$ cat config.mk
export PLATFORM = sky130hd
export DESIGN_NAME = array_min_priority_queue_core
export DESIGN_NICKNAME = d
export VERILOG_FILES = /design/src/design/ampq_pkg.sv /design/src/design/ampq_ram.sv /design/src/design/ampq_seq.sv /design/src/design/array_min_priority_queue_core.sv
export SDC_FILE = /design/constraint.sdc
export NUM_CORES = 1
export LEC_CHECK = 0
export ABC_AREA = 1
export BUFFER_PORTS_ARGS = -buffer_cell sky130_fd_sc_hd__buf_2
export CAP_MARGIN = 15
export CORE_MARGIN = 2
export CORE_UTILIZATION = 50
export DETAILED_ROUTE_END_ITERATION = 8
export PLACE_DENSITY = 0.66
export REMOVE_ABC_BUFFERS = 1
export SYNTH_ARGS = -nofsm -noshare
export SYNTH_HDL_FRONTEND = slang
export SYNTH_SLANG_ARGS = --single-unit
$ cat constraint.sdc
create_clock -name clk_i -period 3.1 [get_ports clk_i]
set_input_delay 0.62 -clock clk_i [delete_from_list [all_inputs] [get_ports clk_i]]
set_output_delay 0.62 -clock clk_i [all_outputs]
set_load 0.02 [all_outputs]
$ cat src/design/ampq_pkg.sv
`timescale 1ns / 1ps
// Shared types and codes for the array min priority queue.
// No dependencies.
package ampq_pkg;

  localparam int unsigned STATUS_BITS = 2;

  typedef enum logic [0:0] {
    CMD_ENQ = 1'b0,
    CMD_DEQ = 1'b1
  } cmd_e;

  typedef enum logic [STATUS_BITS-1:0] {
    STATUS_OK    = 2'd0,
    STATUS_FULL  = 2'd1,
    STATUS_EMPTY = 2'd2
  } status_e;

endpackage

$ cat src/design/ampq_ram.sv
`timescale 1ns / 1ps
// Entry store: one write port, one read port with registered read data.
// No package dependencies.
module ampq_ram #(
  parameter int unsigned DEPTH = 16,
  parameter int unsigned WIDTH = 24,
  localparam int unsigned AW   = $clog2(DEPTH)
) (
  input  logic             clk_i,
  input  logic             we_i,
  input  logic [AW-1:0]    waddr_i,
  input  logic [WIDTH-1:0] wdata_i,
  input  logic [AW-1:0]    raddr_i,
  output logic [WIDTH-1:0] rdata_o
);

  logic [WIDTH-1:0] mem_q [DEPTH];
  logic [WIDTH-1:0] rdata_q;

  always_ff @(posedge clk_i) begin
    if (we_i) begin
      mem_q[waddr_i] <= wdata_i;
    end
  end

  always_ff @(posedge clk_i) begin
    rdata_q <= mem_q[raddr_i];
  end

  assign rdata_o = rdata_q;

endmodule

$ cat src/design/ampq_seq.sv
`timescale 1ns / 1ps
// Command sequencer: a minimum scan through one priority comparator and a
// shift-down pass over the entry RAM. Depends on ampq_pkg.
module ampq_seq #(
  parameter int unsigned DEPTH         = 16,
  parameter int unsigned VALUE_BITS    = 16,
  parameter int unsigned PRIORITY_BITS = 8,
  localparam int unsigned AW           = $clog2(DEPTH),
  localparam int unsigned CW           = $clog2(DEPTH + 1),
  localparam int unsigned EW           = VALUE_BITS + PRIORITY_BITS
) (
  input  logic                     clk_i,
  input  logic                     rst_ni,
  input  logic                     start_i,
  input  ampq_pkg::cmd_e           cmd_i,
  input  logic [VALUE_BITS-1:0]    value_i,
  input  logic [PRIORITY_BITS-1:0] prio_i,
  output logic                     busy_o,
  output logic                     done_o,
  input  logic                     taken_i,
  output ampq_pkg::status_e        status_o,
  output logic [VALUE_BITS-1:0]    value_o,
  output logic [PRIORITY_BITS-1:0] prio_o,
  output logic [CW-1:0]            count_o,
  output logic                     mem_we_o,
  output logic [AW-1:0]            mem_waddr_o,
  output logic [EW-1:0]            mem_wdata_o,
  output logic [AW-1:0]            mem_raddr_o,
  input  logic [EW-1:0]            mem_rdata_i
);
  import ampq_pkg::*;

  typedef enum logic [2:0] {
    S_IDLE,
    S_SCAN,
    S_SCAN_LAST,
    S_SHIFT,
    S_SHIFT_LAST,
    S_DONE
  } state_e;

  state_e                   state_q;
  logic [CW-1:0]            cnt_q;
  logic [CW-1:0]            idx_q;
  logic                     rv_q;
  logic [AW-1:0]            ridx_q;
  logic [AW-1:0]            best_idx_q;
  logic [VALUE_BITS-1:0]    best_val_q;
  logic [PRIORITY_BITS-1:0] best_prio_q;
  status_e                  status_q;
  logic [VALUE_BITS-1:0]    res_val_q;
  logic [PRIORITY_BITS-1:0] res_prio_q;
  logic                     we_q;
  logic [AW-1:0]            waddr_q;
  logic [EW-1:0]            wdata_q;

  // Shared comparator: strict less-than keeps the earliest entry on ties.
  logic [VALUE_BITS-1:0]    rd_val;
  logic [PRIORITY_BITS-1:0] rd_prio;
  logic                     better;
  logic [AW-1:0]            nbest_idx;
  logic [VALUE_BITS-1:0]    nbest_val;
  logic [PRIORITY_BITS-1:0] nbest_prio;
  logic [CW-1:0]            shift_start;
  logic [CW-1:0]            last_idx;

  assign rd_val      = mem_rdata_i[EW-1:PRIORITY_BITS];
  assign rd_prio     = mem_rdata_i[PRIORITY_BITS-1:0];
  assign better      = rv_q && ((ridx_q == '0) || (rd_prio < best_prio_q));
  assign nbest_idx   = better ? ridx_q  : best_idx_q;
  assign nbest_val   = better ? rd_val  : best_val_q;
  assign nbest_prio  = better ? rd_prio : best_prio_q;
  assign shift_start = CW'(nbest_idx) + CW'(1);
  assign last_idx    = cnt_q - CW'(1);

  always_ff @(posedge clk_i or negedge rst_ni) begin
    if (!rst_ni) begin
      state_q     <= S_IDLE;
      cnt_q       <= '0;
      idx_q       <= '0;
      rv_q        <= 1'b0;
      ridx_q      <= '0;
      best_idx_q  <= '0;
      best_val_q  <= '0;
      best_prio_q <= '0;
      status_q    <= STATUS_OK;
      res_val_q   <= '0;
      res_prio_q  <= '0;
      we_q        <= 1'b0;
      waddr_q     <= '0;
      wdata_q     <= '0;
    end else begin
      we_q <= 1'b0;
      unique case (state_q)
        S_IDLE: begin
          if (start_i) begin
            res_val_q  <= '0;
            res_prio_q <= '0;
            if (cmd_i == CMD_ENQ) begin
              if (cnt_q == CW'(DEPTH)) begin
                status_q <= STATUS_FULL;
              end else begin
                we_q     <= 1'b1;
                waddr_q  <= cnt_q[AW-1:0];
                wdata_q  <= {value_i, prio_i};
                cnt_q    <= cnt_q + CW'(1);
                status_q <= STATUS_OK;
              end
              state_q <= S_DONE;
            end else if (cnt_q == '0) begin
              status_q <= STATUS_EMPTY;
              state_q  <= S_DONE;
            end else begin
              idx_q   <= '0;
              rv_q    <= 1'b0;
              state_q <= S_SCAN;
            end
          end
        end
        S_SCAN: begin
          best_idx_q  <= nbest_idx;
          best_val_q  <= nbest_val;
          best_prio_q <= nbest_prio;
          rv_q        <= 1'b1;
          ridx_q      <= idx_q[AW-1:0];
          idx_q       <= idx_q + CW'(1);
          if (idx_q == last_idx) begin
            state_q <= S_SCAN_LAST;
          end
        end
        S_SCAN_LAST: begin
          best_idx_q  <= nbest_idx;
          best_val_q  <= nbest_val;
          best_prio_q <= nbest_prio;
          rv_q        <= 1'b0;
          idx_q       <= shift_start;
          if (shift_start == cnt_q) begin
            // minimum was the last entry: nothing to move
            cnt_q      <= last_idx;
            status_q   <= STATUS_OK;
            res_val_q  <= nbest_val;
            res_prio_q <= nbest_prio;
            state_q    <= S_DONE;
          end else begin
            state_q <= S_SHIFT;
          end
        end
        S_SHIFT: begin
          rv_q   <= 1'b1;
          ridx_q <= idx_q[AW-1:0];
          idx_q  <= idx_q + CW'(1);
          if (rv_q) begin
            we_q    <= 1'b1;
            waddr_q <= ridx_q - AW'(1);
            wdata_q <= mem_rdata_i;
          end
          if (idx_q == last_idx) begin
            state_q <= S_SHIFT_LAST;
          end
        end
        S_SHIFT_LAST: begin
          rv_q       <= 1'b0;
          we_q       <= 1'b1;
          waddr_q    <= ridx_q - AW'(1);
          wdata_q    <= mem_rdata_i;
          cnt_q      <= last_idx;
          status_q   <= STATUS_OK;
          res_val_q  <= best_val_q;
          res_prio_q <= best_prio_q;
          state_q    <= S_DONE;
        end
        S_DONE: begin
          if (taken_i) begin
            state_q <= S_IDLE;
          end
        end
        default: begin
          state_q <= S_IDLE;
        end
      endcase
    end
  end

  assign busy_o      = (state_q != S_IDLE);
  assign done_o      = (state_q == S_DONE);
  assign status_o    = status_q;
  assign value_o     = res_val_q;
  assign prio_o      = res_prio_q;
  assign count_o     = cnt_q;
  assign mem_we_o    = we_q;
  assign mem_waddr_o = waddr_q;
  assign mem_wdata_o = wdata_q;
  assign mem_raddr_o = idx_q[AW-1:0];

endmodule

$ cat src/design/array_min_priority_queue_core.sv
`timescale 1ns / 1ps
// Unsorted-array minimum priority queue, top level.
// Depends on ampq_pkg, ampq_ram and ampq_seq.
//
// Entries sit in insertion order in a single RAM with one read and one write
// port. Each accepted item gives exactly one result item. Enqueue appends
// the pair at address count (status full and no change at capacity).
// Dequeue runs two passes: a scan through one priority comparator that
// reads entries 0..n-1 one per cycle and keeps the smallest priority,
// earliest entry on ties, then a shift that reads entries b+1..n-1 and
// writes each one address lower (b being the removed entry; none when b
// is the last entry). Both passes read through the registered RAM port.
// in_stall_o is high while a command is in progress; the result
// register lets a new item in while the previous result waits on
// out_stall_i. Stored values and priorities come out of reset undefined;
// only entries below the count are ever used. out_value_o and
// out_priority_o are zero except for a successful dequeue; occupancy_o is
// the count after the command.
module array_min_priority_queue_core #(
  parameter int unsigned DEPTH         = 16,
  parameter int unsigned VALUE_BITS    = 16,
  parameter int unsigned PRIORITY_BITS = 8,
  localparam int unsigned CW           = $clog2(DEPTH + 1)
) (
  input  logic                               clk_i,
  input  logic                               rst_ni,
  input  logic                               in_valid_i,
  output logic                               in_stall_o,
  input  logic                               cmd_i,
  input  logic [VALUE_BITS-1:0]              item_value_i,
  input  logic [PRIORITY_BITS-1:0]           item_priority_i,
  output logic                               out_valid_o,
  input  logic                               out_stall_i,
  output logic [ampq_pkg::STATUS_BITS-1:0]   status_o,
  output logic [VALUE_BITS-1:0]              out_value_o,
  output logic [PRIORITY_BITS-1:0]           out_priority_o,
  output logic [CW-1:0]                      occupancy_o
);
  import ampq_pkg::*;

  localparam int unsigned AW = $clog2(DEPTH);
  localparam int unsigned EW = VALUE_BITS + PRIORITY_BITS;

  logic                     busy;
  logic                     done;
  logic                     taken;
  logic                     start;
  status_e                  seq_status;
  logic [VALUE_BITS-1:0]    seq_val;
  logic [PRIORITY_BITS-1:0] seq_prio;
  logic [CW-1:0]            seq_count;
  logic                     mem_we;
  logic [AW-1:0]            mem_waddr;
  logic [EW-1:0]            mem_wdata;
  logic [AW-1:0]            mem_raddr;
  logic [EW-1:0]            mem_rdata;

  // result register
  logic                     out_valid_q;
  status_e                  out_status_q;
  logic [VALUE_BITS-1:0]    out_val_q;
  logic [PRIORITY_BITS-1:0] out_prio_q;
  logic [CW-1:0]            out_occ_q;

  assign in_stall_o = busy;
  assign start      = in_valid_i && !busy;
  // a finished result moves on once the output slot is empty or draining
  assign taken      = done && (!out_valid_q || !out_stall_i);

  ampq_ram #(
    .DEPTH (DEPTH),
    .WIDTH (EW)
  ) u_ram (
    .clk_i   (clk_i),
    .we_i    (mem_we),
    .waddr_i (mem_waddr),
    .wdata_i (mem_wdata),
    .raddr_i (mem_raddr),
    .rdata_o (mem_rdata)
  );

  ampq_seq #(
    .DEPTH         (DEPTH),
    .VALUE_BITS    (VALUE_BITS),
    .PRIORITY_BITS (PRIORITY_BITS)
  ) u_seq (
    .clk_i       (clk_i),
    .rst_ni      (rst_ni),
    .start_i     (start),
    .cmd_i       (cmd_e'(cmd_i)),
    .value_i     (item_value_i),
    .prio_i      (item_priority_i),
    .busy_o      (busy),
    .done_o      (done),
    .taken_i     (taken),
    .status_o    (seq_status),
    .value_o     (seq_val),
    .prio_o      (seq_prio),
    .count_o     (seq_count),
    .mem_we_o    (mem_we),
    .mem_waddr_o (mem_waddr),
    .mem_wdata_o (mem_wdata),
    .mem_raddr_o (mem_raddr),
    .mem_rdata_i (mem_rdata)
  );

  always_ff @(posedge clk_i or negedge rst_ni) begin
    if (!rst_ni) begin
      out_valid_q  <= 1'b0;
      out_status_q <= STATUS_OK;
      out_val_q    <= '0;
      out_prio_q   <= '0;
      out_occ_q    <= '0;
    end else if (taken) begin
      out_valid_q  <= 1'b1;
      out_status_q <= seq_status;
      out_val_q    <= seq_val;
      out_prio_q   <= seq_prio;
      out_occ_q    <= seq_count;
    end else if (!out_stall_i) begin
      out_valid_q <= 1'b0;
    end
  end

  assign out_valid_o    = out_valid_q;
  assign status_o       = out_status_q;
  assign out_value_o    = out_val_q;
  assign out_priority_o = out_prio_q;
  assign occupancy_o    = out_occ_q;

endmodule

== Word-level counts from Yosys, hierarchy flattened ==
Memories as Yosys holds them, arrays and structs flattened. A register that Yosys moved wholly into a read port is not among the register bits.
Index checks and enable logic that the tools add are counted.
Widths: inputs -> output; s select.
Operators by class
  multiplexer cells: 55
  eq/ne operators: 20
  add/subtract/negate cells: 5
  reductions and logical operators: 26
  $lt $le $gt $ge: 1
Operators with widths (number)
  $mux 24: 4
  $pmux 24 s3: 1
  $mux 16: 3
  $pmux 16 s3: 1
  $mux 5: 7
  $pmux 5 s3: 2
  $mux 8: 3
  $pmux 8 s3: 1
  $mux 3: 7
  $mux 4: 5
  $pmux 3 s6: 1
  $reduce_and 4->1: 4
  $reduce_bool 3->1: 5
  $mux 1: 12
  $ne 2x1->1 const B: 6
  $pmux 4 s3: 1
  $add 5x1->5 const B: 2
  $eq 5x5->1: 2
  $ne 2x2->1 const B: 5
  $reduce_and 5->1: 2
  $lt 8x8->1: 1
  $mux 2: 4
  $eq 3x2->1 const B: 2
  $eq 3x3->1 const B: 2
  other kinds (16): 24
Storage, ports and cells
  memories: 1
  output and inout port bits: 33
  word-level logic and storage cells: 127
  input bits: 29
  flip-flop bits (word level): 133
  RAM bits: 384
Memories
  u_ram.mem_q: words 16, width 24, rd ports 1, clocked after memory_dff 1, wr ports 1, line ampq_ram.sv:17  | logic [WIDTH-1:0] mem_q [DEPTH];

== Logic depth before layout (Yosys ltp) ==
Gate-level depths: netlist of run 1.
  word-level depth: 8
  gate-level depth with buffers: 24
  depth with buffers taken out: 23

== Cells and area by module ==
From an unflattened synthesis of run 1, not the netlist that was laid out.
Unflattened totals
  cells, all modules: 2456
  area total of the unflattened synthesis: 23725.3 sq um
Modules (own cells, without submodules)
  ampq_ram: cells each 1597, area an instance 16951.3 sq um, times used 1, sequential area each 12011.5 sq um
  ampq_seq: cells each 719, area an instance 5507.8 sq um, times used 1, sequential area each 2527.4 sq um
  array_min_priority_queue_core: cells each 140, area an instance 1266.2 sq um, times used 1, sequential area each 800.8 sq um

== Least setup slack after synthesis of run 1 ==
Ideal clock, no wire load.
  kind: flip-flop to flip-flop
  from: reg u_seq.best_prio_q[7]
  to: reg u_seq.res_prio_q[0], in the netlist u_seq.prio_o[0]
  data required time: 2983 ps
  arrival: 2623 ps
  library setup time: 117 ps
  period minus slack after synthesis: 2740 ps
  cell stages (with the launch flop): 22
  buffers on the path: 1
  slack: 360 ps
  cells stage by stage: dfrtp_1 > inv_1 > ha_1 > a21oi_1 > o21a_1 > nand2_2 > nand2_4 > nand2_4 > nand2_2 > nand2_1 > ha_1 > xnor2_1 > nand2_1 > nor2_1 > nand3_1 > nor2_2 > nand3_2 > nand2_4 > nand2_4 > buf_6 > nand2_1 > nand2_1
Between the ends
  cells in the longest elaborated chain, start to end: 8
  elaborated cells on any way between the ends: 11
  classes of those cells: add/sub: 1; order compare: 1; eq/ne: 2; mux: 4; reduce/logical: 3
Ends and longest elaborated chain
  start, declared: line ampq_seq.sv:49  | logic [PRIORITY_BITS-1:0] best_prio_q;
  start signal, assigned: line ampq_seq.sv:123  | best_prio_q <= nbest_prio;
  start signal, assigned: line ampq_seq.sv:134  | best_prio_q <= nbest_prio;
  $lt 8x8->1: line ampq_seq.sv:69  | assign better = rv_q && ((ridx_q == '0) || (rd_prio < best_prio_q));
  $logic_or 1x1->1: line ampq_seq.sv:69
  $logic_and 1x1->1: line ampq_seq.sv:69
  $mux 4: line ampq_seq.sv:70  | assign nbest_idx = better ? ridx_q : best_idx_q;
  via u_seq.nbest_idx[1]: line ampq_seq.sv:61  | logic [AW-1:0] nbest_idx;
  $add 4x1->5: line ampq_seq.sv:73  | assign shift_start = CW'(nbest_idx) + CW'(1);
  $eq 5x5->1: line ampq_seq.sv:137  | if (shift_start == cnt_q) begin
  $ne 2x1->1 (no source line)
  $reduce_and 3->1 (no source line)
  end signal, assigned: line ampq_seq.sv:142  | res_prio_q <= nbest_prio;
  end signal, assigned: line ampq_seq.sv:169  | res_prio_q <= best_prio_q;
  end, declared: line ampq_seq.sv:52  | logic [PRIORITY_BITS-1:0] res_prio_q;
The timed path passes the listed nets, and every way through them passes these cells. The select of a mux whose other input is x is not followed.
A chain may end at the register's enable or synchronous reset.

== Final worst setup path of run 1 ==
  from: reg u_seq.best_prio_q[1]
  to: reg u_seq.res_val_q[11], in the netlist u_seq.value_o[11]
Between the ends
  cells in the longest elaborated chain, start to end: 8
  elaborated cells on any way between the ends: 11
  classes of those cells: add/sub: 1; order compare: 1; eq/ne: 2; mux: 4; reduce/logical: 3
Ends and longest elaborated chain
  $lt 8x8->1 (*): line ampq_seq.sv:69
  $logic_or 1x1->1 (*): line ampq_seq.sv:69
  $logic_and 1x1->1 (*): line ampq_seq.sv:69
  $mux 4: line ampq_seq.sv:70
  $add 4x1->5: line ampq_seq.sv:73
  $eq 5x5->1: line ampq_seq.sv:137
  $ne 2x1->1 (no source line)
  $reduce_and 3->1 (no source line)
  end signal, assigned: line ampq_seq.sv:141  | res_val_q <= nbest_val;
  end signal, assigned: line ampq_seq.sv:168  | res_val_q <= best_val_q;
  end, declared: line ampq_seq.sv:51  | logic [VALUE_BITS-1:0] res_val_q;
Mark *: on every way between the ends. The rest lies on a longest branch, timed or not. The select of a mux whose other input is x is not followed.

==> results of run 1 <==
[final timing paths]
| kind | start | end | slack, ns | depth (start not counted) |
|---|---|---|---|---|
| min in group clk_i | out_stall_i | out_valid_o | 0.27 | 3 |
| min reg2reg | u_seq.value_o[2] | u_seq.value_o[2] | 0.47 | 2 |
| max in group asynchronous | rst_ni | u_seq.mem_wdata_o[15] | 2.32 | 2 |
| min | rst_ni | out_value_o[8] | 0.06 | 1 |
| max | u_seq.best_prio_q[1] | u_seq.value_o[11] | 0.1 | 24 |
| max reg2reg | u_seq.best_prio_q[1] | u_seq.value_o[11] | 0.1 | 24 |
[layout make-up]
class | count | area (sq um) | share of cell area [%]
diodes | 1 | 2.50 | 0.00989
clock buffers | 68 | 1430 | 5.67
clock inverters | 31 | 288 | 1.14
inverters | 63 | 239 | 0.945
multi-input cells | 1062 | 6190 | 24.5
flip-flops and latches | 541 | 15300 | 60.7
well taps | 585 | 732 | 2.89
repair buffers | 130 | 1060 | 4.18
[cell families after synthesis]
| logic type | after synthesis | share of synthesized area (%) |
|---|---|---|
| buffers and inverters | 173 | 3.16 |
| AOI/OAI and AO/OA | 365 | 10.5 |
| muxes | 95 | 4.49 |
| adders and majority gates | 14 | 0.799 |
| and+or+nand+nor | 576 | 10.7 |
| xor gates and xnor gates | 10 | 0.399 |
| DFF | 541 | 70.0 |
[flip-flops by register name (all words and copies together), names as in the netlist, 8 cells and up]
signal,flops
out_priority_o,8
out_value_o,16
u_ram.mem_q,384
u_ram.rdata_o,24
u_seq.best_prio_q,8
u_seq.best_val_q,16
u_seq.mem_wdata_o,24
u_seq.prio_o,8
u_seq.value_o,16
[cells in the final DEF (no fill, tap or decap), drive strengths merged]
master  synthesis  layout
o221ai         72      72
bufinv          0       5
a21oi           6       6
clkbuf         86      68
nand3          81      81
nand2         265     267
o31ai           1       1
mux2           26      26
o211ai         19      19
o21a            1       1
clkinv          3      28
o22ai          35      35
dfrtp         133     133
nor3           15      15
nor2          212     212
xor2            7       7
diode           0       1
xnor2           3       3
o21ai         186     186
nand4           2       2
buf            24     130
dfxtp          24      24
nand3b          1       1
o32ai          17      17
mux2i          69      69
a31oi          28      28
edfxtp        384     384
inv            60      61
ha             14      14
[where the power goes]
part           total (W)  leakage (nW)  internal (W)  switching (W)
combinational    0.00929          3.34       0.00323        0.00606
sequential        0.0114          5.32       0.00988        0.00147
clock            0.00636         0.855       0.00368        0.00268
[critical path, stage by stage (launching register included)]
cell     delay (ns)
dfrtp_1        0.39
inv_2          0.10
ha_4           0.21
nand2_2        0.06
nand2_2        0.05
nand2_1        0.05
nand2_1        0.04
nand2_1        0.06
nand2_2        0.08
nand2_4        0.13
nand2_8        0.09
nand2_4        0.10
nand2_4        0.06
ha_4           0.28
xnor2_2        0.10
nand2_1        0.08
nor2_2         0.12
nand3_2        0.11
nor2_4         0.14
nand3_4        0.12
nand2_8        0.13
buf_12         0.14
nand2_4        0.09
nand2_2        0.11
nand2_1        0.05
[routing by layer]
layer	vias to the layer above	global-route usage [%]	share of wire, %
met5	-	0	0
met1	7292	33.2	42
met2	480	39.8	49
met4	0	6.11	2.0
met3	85	3.88	7.1
li1	6631	-	-
[stage by stage]
step	total power (W)	instances	setup TNS (ns)	worst slack (ns)
6_report	0.0270	2481	0	0.0957
5_1_grt	0.0286	2480	-1.39	-0.0679
4_1_cts	0.0265	2469	0	0.0152
3_5_place_dp	0.0200	2364	-0.599	-0.0395
3_3_place_gp	0.0197	2364	0	0.107
2_1_floorplan	0.0166	1664	-165.04	-5.79
[repair_timing]
item | CTS | global route
buffers inserted | 5 | 10
resized for setup | 4 | 44
cloned | 1 | 2
hold buffers | 0 | 0
endpoints found under the setup margin | 29 | 32
pin swaps | 4 | 23
==> impl_metrics.csv, run 1 <==
group,metric,value,unit
logic_synthesis,ys_seq_area_share,70.0,%
logic_synthesis,netlist_area,21900,sq um
worst_setup_path,worst_ep_arrival_time,3.49,ns
global_routing,groute.usage.overall,24.0,%
worst_setup_path,crit_type,"reg -> reg",
clocking,cts.clk_slew.worst_paths,0.06,ns
global_routing,grt_start_max_net_pins,197,
global_routing,antenna_found_initial,1,
sta,finalHoldViolCount,0,
logic_synthesis,yosys_most_used_dff,"edfxtp_1",
final_layout,final_layout_size_suffix_gt1_share,16.5,%
logic_synthesis,synth.most_common_cell,"edfxtp_1",
floorplanning,die_w,213,microns
logic_synthesis,yosysTopAreaCell,"edfxtp_1",
pwr,p_per_area,1070,nW/um^2
floorplanning,rows,76,
place,postPlaceCellArea,23200,sq um
sta,hold_ws,0.0557,ns
pwr,leakage,9.52,nW
pwr,peakVddDrop,0.954,mV
logic_synthesis,ys_seq_elements,541,
place,gp_congestion,0.814,
routing,wl_per_cell,21.7,microns
final_layout,fin_nets,1894,
sta,setup_viol,0,
sta,tightest_slew,0.860,ns
sta,final.period_utilization,96.9,%
routing,drt_iter0_drc,1492,
clocking,insertion_delay,0.60,ns
clocking,cts_tree,"yes",
routing,drt_pass1_iterations,7,
place,detailed_place_hpwl,29500,microns
clocking,cts-root-buf,"clkbuf_16",
routing,post-route-drc-count,0,
hold_path,holdCritPathClass,"in -> async",
worst_setup_path,startpoint_type,"register",
routing,finalWirelength,53900,microns
floorplanning,fp.coreArea,43200,sq um
routing,viasPerCell,5.84,
final_layout,postLayoutCellArea,25300,sq um
global_routing,grt_pass1_wl,82300,microns
routing,final_antenna_net_count,0,
final_layout,n_fill_cell,3447,
worst_setup_path,crit_path_max_fanout,6,
worst_setup_path,crit_required,3.59,ns
clocking,clock_sinks,541,
floorplanning,dieArea,45500,sq um
clocking,clk_path_buf_depth,3,
sta,drv_slew,0,
logic_synthesis,yosysWarnings,0,
sta,timing.slew.headroom,42.7,%
place,port_buffers,61,
status,outcome,"finished, final reports clean",
logic_synthesis,avgSynthCellArea,12.4,sq um
job,drv_cap,0,
clocking,numCtsBuffers,53,
global_routing,first_global_vias,13936,
routing,dr_total_vias,14488,
logic_synthesis,synth_area_leaders,"edfxtp_1, dfrtp_1, nand2_1",
logic_synthesis,async_reset_ff_share,24.6,%
logic_synthesis,synthCells,1774,
logic_synthesis,synth-edff-count,384,
clocking,h-tree-depth,2,
logic_synthesis,synth_cell_types,36,
floorplanning,die_y,213,microns
worst_setup_path,cp-end-kind,"register",
global_routing,grt_overflow_total,0,
floorplanning,num_io_pins,62,
sta,fin_crit,3.00,ns
sta,max_freq,333,MHz
logic_synthesis,yosys-top-cells-count,"edfxtp_1, nand2_1, nor2_1, o21ai_0, dfrtp_1",
floorplanning,start_util,50.8,%
sta,rsz0062_at_grt,"true",
final_layout,fin_util,58.6,%
final_layout,area_growth,15.3,%
sta,fin_skew,0.0152,ns
logic_synthesis,yosys.area.top_type_share,52.6,%
Note: power is estimated with default switching activity, not from simulation.
==> run 2, diff against run 1 <==
--- a/config.mk
+++ b/config.mk
@@ -15,4 +15,5 @@
 export REMOVE_ABC_BUFFERS = 1
 export SYNTH_ARGS = -nofsm -noshare
 export SYNTH_HDL_FRONTEND = slang
+export SYNTH_HIERARCHICAL = 1
 export SYNTH_SLANG_ARGS = --single-unit
==> run 2 against run 1 <==
  * The flow now finishes with violations (DRC)
  * Sequential share of layout area decreased by 3.4 points
  * Cell count grew 27%
  * Maximum frequency increased by 3.6%
  * Global-route usage increased by 0.70 points
  * Utilization fell by 1.1 points
  * Power is 3.5% higher
  * Setup slack better by 0.11 ns
  * Hold slack lost 0.043 ns
  * Clock skew down 0.0038 ns
  * Combinational power up 6.8%
  * Count of clock-buffer cells in the layout grew 7
  * Register-to-register slack improved by 0.11 ns
  * Critical endpoint is now u_seq/prio_o[2]
  * Highest routed layer is now met5
==> impl_metrics.csv, run 2 <==
group,metric,value,unit
global_routing,grt_start_max_net_pins,132,
job,drv_cap,0,
place,port_buffers,61,
worst_setup_path,startpoint,"u_seq/best_prio_q[3]",
place,postPlaceCellArea,24700,sq um
worst_setup_path,ff2ff_setup_slack,0.20,ns
sta,drv_slew,0,
floorplanning,die_w,222,microns
worst_setup_path,crit_type,"reg -> reg",
sta,setup_viol,0,
final_layout,fin_nets,2543,
clocking,cts.clk_slew.worst_paths,0.06,ns
worst_setup_path,r2r_cells,21,
logic_synthesis,yosysTopAreaCell,"edfxtp_1",
worst_setup_path,startpoint_type,"register",
final_layout,postLayoutCellArea,26800,sq um
logic_synthesis,synthCells,2456,
worst_setup_path,worst_ep_arrival_time,3.39,ns
logic_synthesis,avgSynthCellArea,9.66,sq um
pwr,p_per_area,1040,nW/um^2
final_layout,largest_register,"u_ram/mem_q",
routing,drt_iter0_drc,1788,
clocking,insertion_delay,0.61,ns
final_layout,area_growth,13.0,%
hold_path,holdCritPathClass,"in -> async",
worst_setup_path,r2r-start,"u_seq/best_prio_q[3]",
sta,finalHoldViolCount,0,
final_layout,diodes,0,
place,detailed_place_hpwl,33200,microns
routing,post-route-drc-count,9,
sta,tns,0,ns
sta,fin_skew,0.0114,ns
status,outcome,"finished, violations left",
logic_synthesis,yosys-top-cells-count,"nand2_1, edfxtp_1, nand3_1, inv_1, dfrtp_1",
logic_synthesis,synth_fa_ha_area_share,0.686,%
clocking,clock_sinks,541,
sta,max_freq,345,MHz
clocking,numCtsBuffers,55,
floorplanning,num_io_pins,62,
sta,timing.slew.headroom,40.8,%
logic_synthesis,synth_cell_types,35,
final_layout,multi_input_area,6600,sq um
logic_synthesis,synth.most_common_cell,"nand2_1",
logic_synthesis,netlist_area,23700,sq um
routing,viasPerCell,5.37,
logic_synthesis,ys_seq_elements,541,
clocking,h-tree-depth,2,
final_layout,final_cell_mix,"nand2_1, edfxtp_1, nand3_1",
logic_synthesis,async_reset_ff_share,24.6,%
pwr,leakage,12.0,nW
pwr,peakVddDrop,0.635,mV
final_layout,fin_util,57.5,%
logic_synthesis,synth_mux_area_share,0,%
worst_setup_path,cp-end-kind,"register",
routing,final_antenna_net_count,0,
final_layout,largest_reg_flops,384,
global_routing,grt_overflow_total,0,
logic_synthesis,ys_seq_area_share,64.7,%
routing,wl_per_cell,19.1,microns
logic_synthesis,yosys_most_used_dff,"edfxtp_1",
clocking,cts-root-buf,"clkbuf_16",
final_layout,n_fill_cell,3893,
routing,finalWirelength,60200,microns
sta,tightest_slew,0.887,ns
logic_synthesis,yosys.area.top_type_share,48.6,%
routing,dr_total_vias,16958,
global_routing,grt_pass1_wl,93500,microns
logic_synthesis,synth_compound_area_share,3.26,%
floorplanning,fp.coreArea,46700,sq um
floorplanning,die_y,222,microns
logic_synthesis,synth_top_family_by_area,"simple AND/OR/NAND/NOR gates",
worst_setup_path,worstSetupEndpoint,"u_seq/prio_o[2]",
logic_synthesis,synth_area_leaders,"edfxtp_1, dfrtp_1, nand2_1",
logic_synthesis,synth_xor_xnor_area_share,0.258,%
sta,fin_crit,2.90,ns
global_routing,antenna_found_initial,3,
clocking,clk_path_buf_depth,3,
floorplanning,start_util,50.9,%
global_routing,first_global_vias,16225,
worst_setup_path,crit_path_max_fanout,12,
worst_setup_path,worstReg2RegEnd,"u_seq/prio_o[2]",
clocking,cts_tree,"yes",
logic_synthesis,yosys.area_share.simple,22.7,%
sta,final.period_utilization,93.5,%
final_layout,layout.area.seq,15300,sq um
logic_synthesis,synth-edff-count,384,
final_layout,layout_commonest_cell,"nand2_1",
status,violations,"DRC",
place,gp_congestion,0.867,
floorplanning,dieArea,49200,sq um
logic_synthesis,yosysWarnings,6,
final_layout,final_layout_size_suffix_gt1_share,10.2,%
global_routing,groute.usage.overall,24.7,%
routing,drt_pass1_iterations,8,
worst_setup_path,crit_required,3.60,ns
floorplanning,rows,79,
==> run 2: worst min-delay path by stage <==
stage | from | end | depth (start not counted)
6_report | rst_ni | out_value_o[15] | 1
3_5_place_dp | out_value_o[7] | out_value_o[7] | 2
4_1_cts | rst_ni | u_seq/mem_wdata_o[6] | 1
3_3_place_gp | out_priority_o[7] | out_priority_o[7] | 2
2_1_floorplan | rst_ni | occupancy_o[0] | 0
5_1_grt | rst_ni | u_seq/mem_wdata_o[6] | 1
==> run 2: layout make-up <==
cell class	count	area share, %
Clock buffer	75	5.84
Clock inverter	29	1.23
Inverter	356	4.99
Multi-Input combinational cell	1430	24.6
Sequential cell	541	57.3
Tap cell	607	2.83
Timing Repair Buffer	117	3.23
==> run 2: per-layer routing <==
layer	GRT usage [%]	routed length (microns)	vias to the layer above	share of wire, %
met4	7.91	1710	2	2.8
met1	33.1	25100	8083	42
met5	0	9	-	0.015
met2	41.6	28800	665	48
met3	3.51	4530	115	7.5
li1	-	-	8093	-
==> run 2: critical path, cell delays in order, from the launching register on <==
cell and delay [ns]:
dfrtp_1 0.38, inv_1 0.09, ha_1 0.25, a21oi_1 0.15, nand2_1 0.07, nand2_1 0.07, nand2_2 0.08, nand2_4 0.13
nand2_8 0.06, nand2_2 0.09, nand2_2 0.08, ha_4 0.27, xnor2_1 0.10, nand2_1 0.07, nor2_1 0.09, nand3_1 0.10
nor2_2 0.11, nand2_2 0.12, nand2_8 0.16, nand2_4 0.12, nand2_1 0.12, nand2_1 0.05
==> run 2: through the flow <==
stage | cells | setup WS (ns) | power, W | hold slack, ns
floorplan | 2325 | -3.41 | 0.0173 | 0.324
global placement | 3040 | 0.136 | 0.0205 | 0.451
detailed placement | 3040 | 0.0650 | 0.0207 | 0.453
CTS | 3144 | 0.0447 | 0.0276 | 0.0113
global route | 3155 | -0.0497 | 0.0297 | 0.0477
finish | 3155 | 0.201 | 0.0280 | 0.0130
==> run 2: kinds of logic after synthesis <==
| group | count (synthesis) |
|---|---|
| AND/OR/NAND/NOR | 1270 |
| flip-flops | 541 |
| buffers and inverters | 487 |
| AO/OA/AOI/OAI | 138 |
| adder cells (fa/ha/maj) | 13 |
| XOR/XNOR | 7 |
==> run 2: repair_timing <==
item,CTS,global route
hold buffers,0,0
gates resized for setup,0,14
endpoints found under the setup margin,0,32
buffers inserted,0,8
==> run 2: power breakdown <==
| group | switching (W) | internal, W |
|---|---|---|
| clock | 0.00275 | 0.00411 |
| sequential | 0.00145 | 0.00973 |
| combinational | 0.00684 | 0.00307 |
| total | 0.0110 | 0.0169 |
